### config.mk
export PLATFORM = sky130hd
export DESIGN_NAME = fsa_ctrl
export DESIGN_NICKNAME = d
export VERILOG_FILES = /design/src/rtl/fsa_pkg.sv /design/src/rtl/fsa_ctrl.sv
export SDC_FILE = /design/constraint.sdc
export NUM_CORES = 1
export LEC_CHECK = 0
export BUFFER_PORTS_ARGS = -buffer_cell sky130_fd_sc_hd__buf_2
export CORE_AREA = 2 2 39 41
export CTS_CLUSTER_SIZE = 14
export DETAILED_ROUTE_END_ITERATION = 8
export DIE_AREA = 0 0 41 43
export GPL_ROUTABILITY_DRIVEN = 0
export SLEW_MARGIN = 20
export SYNTH_ARGS = -nofsm -noshare
export SYNTH_HDL_FRONTEND = slang
export SYNTH_SLANG_ARGS = --single-unit
export TNS_END_PERCENT = 10
### constraint.sdc
create_clock -name aclk -period 1.43 [get_ports aclk]
set_input_delay 0.0715 -clock aclk [delete_from_list [all_inputs] [get_ports aclk]]
set_output_delay 0.0715 -clock aclk [all_outputs]
set_load 0.02 [all_outputs]
### src/rtl/fsa_pkg.sv
// ----------------------------------------------------------------------------
// fsa_pkg: shared types and constants of the FIFO slot allocator
// Field widths, result status codes, register indexes and the command and
// status bundles that join the controller and the datapath.
// ----------------------------------------------------------------------------
package fsa_pkg;

    localparam int ID_W         = 13;
    localparam int TIME_W       = 31;
    localparam int SLOT_FIELD_W = 11;
    localparam int STATUS_W     = 3;
    localparam int CFG_IDX_W    = 2;
    localparam int CFG_DATA_W   = 31;
    localparam int S_TDATA_W    = 48;
    localparam int M_TDATA_W    = 16;

    localparam int RESET_NUM_SLOTS = 1024;
    localparam logic [TIME_W-1:0] RESET_TIME_LIMIT = 31'h7FFF_FFFF;

    localparam logic FUNC_ARRIVAL   = 1'b0;
    localparam logic FUNC_DEPARTURE = 1'b1;

    typedef enum logic [STATUS_W-1:0] {
        STS_GRANTED  = 3'd0,
        STS_FULL     = 3'd1,
        STS_RELEASED = 3'd2,
        STS_NOTHING  = 3'd3,
        STS_LATE     = 3'd4
    } status_t;

    typedef enum logic [CFG_IDX_W-1:0] {
        CFG_NUM_SLOTS  = 2'd0,
        CFG_TIME_LIMIT = 2'd1
    } cfg_index_t;

    typedef struct packed {
        logic load;   // latch an accepted event and start the table reads
        logic exec;   // resolve the event, write back, load the result
        logic clear;  // one step of the request table clearing pass
    } fsa_cmd_t;

    typedef struct packed {
        logic clear_done;  // clearing pass writes its last entry this cycle
        logic out_stall;   // result register full and not taken
    } fsa_sts_t;

endpackage

### src/rtl/fsa_ctrl.sv
// ----------------------------------------------------------------------------
// fsa_ctrl: allocator controller
// Sequences the clearing pass after reset, event acceptance and the
// resolve/write-back step.
// ----------------------------------------------------------------------------
module fsa_ctrl (
    input  logic               aclk,
    input  logic               aresetn,
    input  logic               s_tvalid,
    output logic               s_tready,
    output fsa_pkg::fsa_cmd_t  cmd,
    input  fsa_pkg::fsa_sts_t  sts
);
    import fsa_pkg::*;

    typedef enum logic [2:0] {
        ST_CLEAR = 3'b001,
        ST_IDLE  = 3'b010,
        ST_EXEC  = 3'b100
    } ctl_state_t;

    ctl_state_t state_reg, state_next;

    always_comb begin
        state_next = state_reg;
        case (state_reg)
            ST_CLEAR: begin
                if (sts.clear_done) begin
                    state_next = ST_IDLE;
                end
            end
            ST_IDLE: begin
                if (s_tvalid) begin
                    state_next = ST_EXEC;
                end
            end
            ST_EXEC: begin
                if (!sts.out_stall) begin
                    state_next = ST_IDLE;
                end
            end
            default: begin
                state_next = ST_CLEAR;
            end
        endcase
    end

    always_ff @(posedge aclk) begin
        if (!aresetn) begin
            state_reg <= ST_CLEAR;
        end else begin
            state_reg <= state_next;
        end
    end

    assign s_tready  = (state_reg == ST_IDLE);
    assign cmd.clear = (state_reg == ST_CLEAR);
    assign cmd.load  = (state_reg == ST_IDLE) && s_tvalid;
    assign cmd.exec  = (state_reg == ST_EXEC) && !sts.out_stall;

endmodule

* Word level (Yosys, flattened, before mapping)
Index checks and enable logic that the tools add are counted.
W data, S select, Z words.
** Word-level totals
- Register bits :: 3
- Bits in latches :: 0
- Bits in writable memories :: 0
- Bits in read-only memories :: 0
- Bits of input ports :: 5
- Output and inout bits :: 4
- Logic and storage cells :: 15
- Memories kept :: 0
** Cells by class
- $add $sub $neg :: 0
- Multiply operators :: 0
- Div/mod/pow operators :: 0
- Order comparisons :: 0
- Equal/unequal tests :: 6
- Shift operators :: 0
- Mux-type cells :: 4
- Bitwise operators :: 0
- Reductions and logical operators :: 4
** Operators with widths (count)
- $mux W3 :: 3
- $pmux W3 S3 :: 1
- $ne A2 B2 Y1 const B :: 2
- $eq A3 B1 Y1 const B :: 1
- $eq A3 B2 Y1 const B :: 1
- $eq A3 B3 Y1 const B :: 1
- $reduce_and A3 Y1 :: 1
- $logic_and A1 B1 Y1 :: 2
- $ne A2 B1 Y1 const B :: 1
- $logic_not A1 Y1 :: 1

* Longest topological paths before layout
Gate-level depths: netlist (run 1).
- Depth after elaboration :: 3
- Depth in mapped cells :: 3
- Gate-level depth less buffers :: 3

* Least setup slack after synthesis (run 1)
No wires, ideal clock.
- Path type :: reg2reg
- Start point :: reg state_reg[2]
- End point :: reg state_reg[1]
- Setup time :: 0.060 ns
- Arrival time :: 1.183 ns
- Required time :: 1.370 ns
- Setup slack :: 0.186 ns
- Cell stages (with the launch flop) :: 3
- Buffers on the path :: 0
- Period minus slack after synthesis :: 1.244 ns
- Cells stage by stage :: dfxtp_1 -> nor4b_2 -> o311a_1
** On the way
- Cells in the longest elaborated chain, start to end :: 3
- Elaborated cells between the ends (all ways) :: 8
- Classes of those cells :: eq/ne: 6; mux: 1; reduce/logical: 1
** RTL lines
- start, declared :: RTL line fsa_ctrl.sv:22 : ctl_state_t state_reg, state_next;
- start signal, assigned :: RTL line fsa_ctrl.sv:52 : state_reg <= state_next;
- $eq A3 B3 Y1, or another cell as far along :: RTL line fsa_ctrl.sv:26 : case (state_reg)
- $ne A2 B2 Y1 (no line) or $ne A2 B1 Y1 (tied branches)
- $reduce_and A3 Y1 (no line)
Parallel ways exist; a longest one is shown, timed or not.
A chain may end at the register's enable or synchronous reset.

==> metrics, run 1 <==
run status=finished, final reports clean; CP max stage delay=around 450 ps; pwr/cell area=between 1000 and 1500 mW/mm²; initial antenna violation count=0; H-tree levels=1; routed vias/inst=a little under 4; initial core utilization=approximately an eighth; ANT nets after route=0; Synth Cell Area=183.9 µm²; layout cells sized above 1=51.72%; CP delay by family, top=flip-flops; vias in the first global route=between 150 and 200; pre-CTS WS=roughly 360 ps; top cells by area, synth=dfxtp_1, nor3b_4, nand3b_1; Final Hold Vio Count=0; synth warn=0; Tmin final=~1300 ps; drt pass-1 iters=4; fin. max-slew vios=0; Worst path slowest cell=dfxtp_1; final cycle utilization of the critical path=roughly nine tenths; DRC viols=0; Die ar.=0.001763 mm²; fmax=around 770 MHz; CP Launch Type=flop; required time of the critical path=about 1400 ps; Core Util, Final=between 10% and 20%; WL/cell=about 10 µm; TritonCTS Sinks=3; drt total wl=approximately 450 µm; Worst-path clk slew=40 ps; Slew Limit Headroom=80.88%; Root Buffer=clkbuf_4; top cell type's share of synthesized area=between 30% and 40%; Iter 0 DRT Violations=3; RSZ-0062 raised after global routing=no; Slew @ Worst Pin=286.1 ps; grt ovf=0; Die Span Y=between 40 and 50 µm; Seq/Total Area, Yosys=around 33%; WS Path Type=flop to output pin; Worst R2R Setup Slack=about 340 ps; Worst Slack Setup Final=about 120 ps; Yosys reg bits=3; Worst Skew=7.356 ps; Sum Neg Setup Slack=0 ps; TritonCTS buffer count=3; crit-path cells=nor4b_2, buf_2; clock tree buffer depth=2; Buffers on Ports=8; largest net degree at the start of global routing=7; syn nets=22; hold_buf cts=0; WP buf/inv=1; Worst Hold Margin=just under 30 ps; Setup Viol. Count Final=0; Max Cap Violations=0; Yosys top cell by area=dfxtp_1; Total Routing Usage GR=7.530%; core area=roughly 0.0014 mm²; syn avg cell area=approximately 11 µm²; Worst IR Drop VDD=roughly 520 µV; worst skew pair latency=240 ps; synth unique cells=13; Tightest Hold Check Type=input pin to flop; post-CTS sizing=0; vias=about 180; CP arrival=1240 ps; Row Count=14; Chip Width=around 41 µm; Crit Path Max Fanout=6; diode count=0; final cell count without fillers=45; final net count=35; Leak=~0.11 nW; postcts setup bufs=0; Gate Count Post-Synth=17; placed cells=41; area grow syn2layout=46.94%; Ports=9; TritonCTS clock tree=done; first-pass GRT wire length=779 µm; Setup crit end kind=output pin; max reg flops=3
## path summary, 6_finish.rpt
check,from,end,cells after the start
setup / recovery,state_reg[2]$_SDFFE_PN0P_,cmd[1],2
hold reg to reg,state_reg[2]$_SDFFE_PN0P_,state_reg[2]$_SDFFE_PN0P_,2
setup reg to reg,state_reg[1]$_SDFFE_PN0P_,state_reg[1]$_SDFFE_PN0P_,3
hold / removal,aresetn,state_reg[0]$_SDFFE_PN1P_,2
## per-stage QoR
stage	cell area (µm²)	total power [W]
detailed placement	244.0	0.0001621
global placement	244.0	0.0001606
CTS	270.3	0.0003215
finish	270.3	0.0003179
floorplan	183.9	0.0001423
global route	270.3	0.0003393
## metal layers
metal / vias up / global-route usage [%] / routed length, µm
li1: 87 / - / -
met1: 77 / 9.646 / 210
met2: 11 / 7.500 / 188
met3: 2 / 6.283 / 38
met4: 0 / 6.000 / 13
met5: - / 0 / 0
## placed cells by master, fill, tap and decap left out
| cell | n |
|---|---|
| dfxtp_1 | 3 |
| a21oi_1 | 1 |
| and2_2 | 1 |
| nor3b_2 | 1 |
| clkbuf_4 | 3 |
| nor2b_1 | 1 |
| buf_2 | 8 |
| xnor2_1 | 1 |
| nand2b_1 | 2 |
| clkbuf_1 | 1 |
| o311a_1 | 1 |
| nand2_1 | 1 |
| nor4b_2 | 1 |
| nor3b_4 | 1 |
| nand3b_1 | 2 |
| o2bb2ai_1 | 1 |
## synthesized netlist by cell type (all sizes together)
cell and count:
o311a 1, and2 1, o2bb2ai 1, nor2b 1, nand3b 2, nand2b 2, nand2 1, a21oi 1
xnor2 1, nor4b 1, dfxtp 3, nor3b 2
## layout make-up
class	count	area [µm²]
tap	16	20.02
fill	164	1114
timing repair buffer	8	40.04
clock buffer	4	26.28
sequential	3	60.06
multi-input combinational	14	123.9
## cells by family after synthesis
family | count (synthesis) | synth area share, %
xor+xnor | 1 | 4.763
simple gates | 10 | 49.66
flops | 3 | 32.65
compound gates | 3 | 12.92
## power breakdown
group	internal (W)	switching [W]	leakage (nW)
Clock	0.000105	0.0000517	0.0150
Sequential	0.0000909	0.0000120	0.0247
Combinational	0.0000301	0.0000281	0.0661
(Power assumes the default switching activity.)
==> run 2: changes to the inputs <==
--- a/config.mk
+++ b/config.mk
@@ -5,12 +5,15 @@
 export SDC_FILE = /design/constraint.sdc
 export NUM_CORES = 1
 export LEC_CHECK = 0
-export BUFFER_PORTS_ARGS = -buffer_cell sky130_fd_sc_hd__buf_2
+export CELL_PAD_IN_SITES_DETAIL_PLACEMENT = 2
+export CELL_PAD_IN_SITES_GLOBAL_PLACEMENT = 2
 export CORE_AREA = 2 2 39 41
 export CTS_CLUSTER_SIZE = 14
 export DETAILED_ROUTE_END_ITERATION = 8
 export DIE_AREA = 0 0 41 43
+export DONT_BUFFER_PORTS = 1
 export GPL_ROUTABILITY_DRIVEN = 0
+export PLACE_DENSITY_LB_ADDON = 0.1
 export SLEW_MARGIN = 20
 export SYNTH_ARGS = -nofsm -noshare
 export SYNTH_HDL_FRONTEND = slang
==> run 2 against run 1 <==
- critical path depth is 1 higher
- largest cell class unchanged
- clock power hardly changed
- first-iteration DRC count down 100%
- highest routed layer unchanged
- non-clock buffer count down 2
==> metrics, run 2 (same netlist as run 1, synthesis figures left out) <==
Chip Width=a little over 40 µm; Slew Limit Headroom=80.01%; CP Launch Type=flop; DRC viols=0; Row Count=14; Tmin final=around 1400 ps; ANT nets after route=0; TritonCTS buffer count=3; Worst-path clk slew=40 ps; WS Path Type=flop to flop; post-CTS sizing=0; Setup crit end kind=flop; TritonCTS clock tree=done; layout cells sized above 1=roughly 37%; run status=finished, final reports clean; Crit Path Max Fanout=6; routed vias/inst=4.047; diode count=0; worst skew pair latency=240 ps; first-pass GRT wire length=800 µm; RSZ-0062 raised after global routing=no; placed cells=36; drt pass-1 iters=1; initial antenna violation count=0; initial core utilization=a little over an eighth; Worst IR Drop VDD=230.8 µV; Root Buffer=clkbuf_4; grt ovf=0; drt total wl=between 500 and 600 µm; final net count=33; Final Hold Vio Count=0; area grow syn2layout=53.74%; required time of the critical path=1560 ps; Sum Neg Setup Slack=0 ps; max reg flops=3; Leak=0.1007 nW; fill cell count=approximately 160; fmax=739.5 MHz; Die ar.=roughly 0.0018 mm²; Core Util, Final=between 20% and 30%; final cycle utilization of the critical path=94.56%; Max Cap Violations=0; Slew @ Worst Pin=between 200 and 300 ps; most frequent cells in the layout=clkbuf_4, dlygate4sd3_1, buf_4, dfxtp_1; Buffers on Ports=0; Tightest Hold Check Type=input pin to flop; final cell count without fillers=43; vias=between 150 and 200; H-tree levels=1; pwr/cell area=between 1000 and 1500 mW/mm²; CP arrival=1480 ps; core area=between 0.001 and 0.0015 mm²; Die Span Y=43 µm; clock tree buffer depth=2; WL/cell=around 12 µm; Ports=9; fin. max-slew vios=0; vias in the first global route=about 200; Iter 0 DRT Violations=0; TritonCTS Sinks=3; Setup Viol. Count Final=0; Total Routing Usage GR=just over 8%; Post-DP HPWL=about 390 µm; total power=0.0003200 W; largest net degree at the start of global routing=7; Worst Skew=about 0.25 ps
## run 2: path summary, 6_finish.rpt
path | startpoint | slack (ps) | cells after the start | end
worst max-delay path | state_reg[2]$_SDFFE_PN0P_ | 80 | 3 | state_reg[2]$_SDFFE_PN0P_
worst max register to register | state_reg[2]$_SDFFE_PN0P_ | 80 | 3 | state_reg[2]$_SDFFE_PN0P_
worst min register to register | state_reg[0]$_SDFFE_PN1P_ | 600 | 2 | state_reg[0]$_SDFFE_PN1P_
worst min-delay path | sts[1] | 9 | 2 | state_reg[0]$_SDFFE_PN1P_
## run 2: worst max-delay path, cell delays in order (launching register included)
cell and delay [ps]:
dfxtp_1 470, nand3b_1 150, a21oi_1 70, dlygate4sd3_1 550
## run 2: timing repair
item	in CTS	in global routing
buffers inserted	0	0
hold endpoints to repair	3	0
hold buffers	3	0
## run 2: where the power goes
group	internal, W	switching [W]	total (W)
clock network	0.000105	0.0000532	0.000158
logic	0.0000333	0.0000246	0.0000578
registers	0.0000910	0.0000128	0.000104
total	0.000229	0.0000906	0.000320
## run 2: metrics by stage
| step | setup slack, ps | hold WS, ps | area [µm²] |
|---|---|---|---|
| floorplan | 186.1 | 133.4 | 183.9 |
| global placement | 323.7 | 139.0 | 226.5 |
| detailed placement | 329.7 | 137.6 | 226.5 |
| CTS | 77.49 | 6.887 | 282.8 |
| global route | 31.27 | 43.57 | 282.8 |
| finish | 77.79 | 9.429 | 282.8 |
## run 2: final cells by class
type	instances	area [µm²]	area share (%)
multi-input combinational	14	123.9	43.81
sequential	3	60.06	21.24
timing repair buffer	6	52.55	18.58
clock buffer	4	26.28	9.292
tap	16	20.02	7.080
## run 2: layer usage
| layer | GRT usage, % | vias to the layer above | wire length (µm) |
|---|---|---|---|
| met1 | 6.410 | 77 | 182 |
| met5 | 0 | - | 0 |
| li1 | - | 83 | - |
| met4 | 12.00 | 0 | 34 |
| met2 | 10.31 | 10 | 233 |
| met3 | 5.759 | 4 | 66 |
==> run 3: changes to the inputs <==
--- a/config.mk
+++ b/config.mk
@@ -5,6 +5,7 @@
 export SDC_FILE = /design/constraint.sdc
 export NUM_CORES = 1
 export LEC_CHECK = 0
+export ABC_AREA = 1
 export CELL_PAD_IN_SITES_DETAIL_PLACEMENT = 2
 export CELL_PAD_IN_SITES_GLOBAL_PLACEMENT = 2
 export CORE_AREA = 2 2 39 41
==> run 3 against run 2 <==
- clock power down 4%
- sequential cell count unchanged
- die area unchanged
- combinational power up 63%
- global-route usage down 0.31 points
- first-iteration DRC count up 1
- cell count up 19%
- area after synthesis down 4.1%
- critical path type is now flop to output pin
- critical endpoint is now cmd[1]
==> metrics, run 3 <==
sw power=0.0001239 W; most common cell after layout, fill and taps aside=nand3_1; Slew @ Worst Pin=around 370 ps; pre-CTS WS=between 400 and 500 ps; Worst path slowest cell=dfxtp_1; Row Count=14; clock tree buffer depth=2; Core Util, Final=a little under a fifth; WL/cell=approximately 10 µm; final net count=between 40 and 50; first-pass GRT wire length=about 870 µm; Tmin final=between 1000 and 1500 ps; TritonCTS buffer count=3; Post-DP HPWL=~430 µm; Setup crit end kind=output pin; initial antenna violation count=0; Seq/Total Area, Yosys=roughly 34%; Combinational Power Share=about a quarter; CP Launch Type=flop; Worst IR Drop VDD=between 300 and 400 µV; ANT nets after route=0; Crit Path Max Fanout=4; required time of the critical path=1360 ps; pwr/cell area=around 1400 mW/mm²; FFs w/ async S/R, synth=0%; run status=finished, final reports clean; Die Span Y=around 43 µm; Worst Skew=about 1.8 ps; TritonCTS clock tree=done; Total Routing Usage GR=7.916%; vias in the first global route=just over 200; total power=about 0.00036 W; Post-synth EDFFs=0; Buffers on Ports=0; grt ovf=0; core area=about 0.0014 mm²; Ports=9; initial core utilization=around an eighth; syn nets=33; Iter 0 DRT Violations=1; CP arrival=around 1200 ps; most common cell in the synthesized netlist=nand3_1; syn avg cell area=about 6.3 µm²; top cell type's share of synthesized area=about a third; RR Startpoint=state_reg[2]$_SDFFE_PN0P_; DRC viols=0; Chip Width=41 µm; worst hold path stage count=2; Slew Limit Headroom=around 75%; largest net degree at the start of global routing=5; Sum Neg Setup Slack=0 ps; worst skew pair latency=~230 ps; Yosys reg bits=3; crit-path cells=nor2_1, nand2_1, nor2_1; Root Buffer=clkbuf_4; post-CTS sizing=0; most frequent cells in the layout=nand3_1, inv_1, nor2_1; Setup Viol. Count Final=0; drt total wl=roughly 500 µm; Die ar.=0.001763 mm²; fill cell count=approximately 180; Worst-path clk slew=approximately 40 ps; TritonCTS Sinks=3; Max Cap Violations=0; Worst Slack Setup Final=207.2 ps; synth unique cells=9; beginning of the worst hold path=sts[0]; max reg flops=3; synth warn=0; Synth Cell Area=between 150 and 200 µm²; Gate Count Post-Synth=28; placed cell area=roughly 200 µm²; routed vias/inst=roughly 3.8; WS Path Type=flop to output pin; Leak=approximately 0.12 nW; Sequential Power Share=a little under a third; diode count=0; top cells by area, synth=dfxtp_1, nand3_1, inv_1; Yosys top cell by area=dfxtp_1; final cycle utilization of the critical path=between 80% and 90%; Final Hold Vio Count=0; fin. max-slew vios=0; RSZ-0062 raised after global routing=no; area grow syn2layout=41.84%; CP max stage delay=roughly 340 ps; Tightest Hold Check Type=input pin to flop; Layout Cell Area excl Fill=250.2 µm²; vias=196; drt pass-1 iters=4; Sw Share=between 30% and 40%; Clk pwr share=~42%; Commonest cells post-synth=nand3_1, inv_1, nor2_1, dfxtp_1, nand2_1; fmax=roughly 800 MHz; FF-to-FF path depth=5; layout cells sized above 1=between 20% and 30%; crit-path most repeated cell=nor2_1; Cell Int Power=approximately 0.00023 W; Critical path origin=state_reg[0]$_SDFFE_PN1P_; Most used DFF post-synth=dfxtp_1; H-tree levels=1
[run 3: cell types whose count changed after synthesis, sizes merged]
cell,before,now
and2,1,0
inv,0,7
nand2,1,3
nand2b,2,0
nand3,0,7
nand3b,2,0
nor2,0,6
nor2b,1,0
nor3,0,1
nor3b,2,0
nor4b,1,0
o2bb2ai,1,0
o311a,1,0
xnor2,1,0
[run 3: timing repair]
| action | in CTS | in global routing |
|---|---|---|
| hold buffers | 2 | 0 |
| setup buffers | 0 | 0 |
| hold endpoints to repair | 3 | 0 |
| endpoints found under the setup margin | 0 | 0 |
[run 3: area by class of cell]
cell class              count  area (µm²)  area share, %
well taps                  16       20.02          8.000
inverters                   7       26.28          10.50
clock buffers               4       26.28          10.50
multi-input cells          18       90.09          36.00
repair buffers              3       27.53          11.00
flip-flops and latches      3       60.06          24.00
[run 3: power by group through the flow]
stage          Clock (W)  Sequential, W  Combinational (W)
5_1_grt         0.000161       0.000116           0.000110
2_1_floorplan          0       0.000109          0.0000731
6_report        0.000151       0.000113          0.0000941
4_1_cts         0.000158       0.000113          0.0000970
3_5_place_dp           0       0.000115          0.0000916
3_3_place_gp           0       0.000116          0.0000886
[run 3: logic make-up after synthesis]
family	after synthesis	synth area share [%]
buffers and inverters	7	14.89
flip-flops	3	34.04
AND/OR/NAND/NOR	17	46.10
AO/OA/AOI/OAI	1	4.965
[run 3: worst max-delay path, delay by kind of cell (launching register included)]
kind	cells	cell delay [ps]
flops	1	340
simple gates	3	580
[run 3: worst paths after layout]
check,endpoint,slack (ps)
setup / recovery,cmd[1],210
hold / removal,state_reg[2]$_SDFFE_PN0P_,50
setup reg to reg,state_reg[1]$_SDFFE_PN0P_,490
hold reg to reg,state_reg[2]$_SDFFE_PN0P_,570
[run 3: through the flow]
| stage | cells | hold slack [ps] |
|---|---|---|
| floorplan | 28 | 155.7 |
| global route | 51 | 69.97 |
| CTS | 51 | 43.39 |
| global placement | 45 | 164.0 |
| finish | 51 | 46.01 |
| detailed placement | 45 | 163.4 |
[run 3: routing by layer]
layer  share of wire (%)  up-vias  track usage [%]  wire (µm)
met4                 3.5        0            8.000         18
met5                   0        -                0          0
met3                 3.1        2            1.571         16
li1                    -      100                -          -
met2                  48        6            10.63        243
met1                  45       88            9.585        229
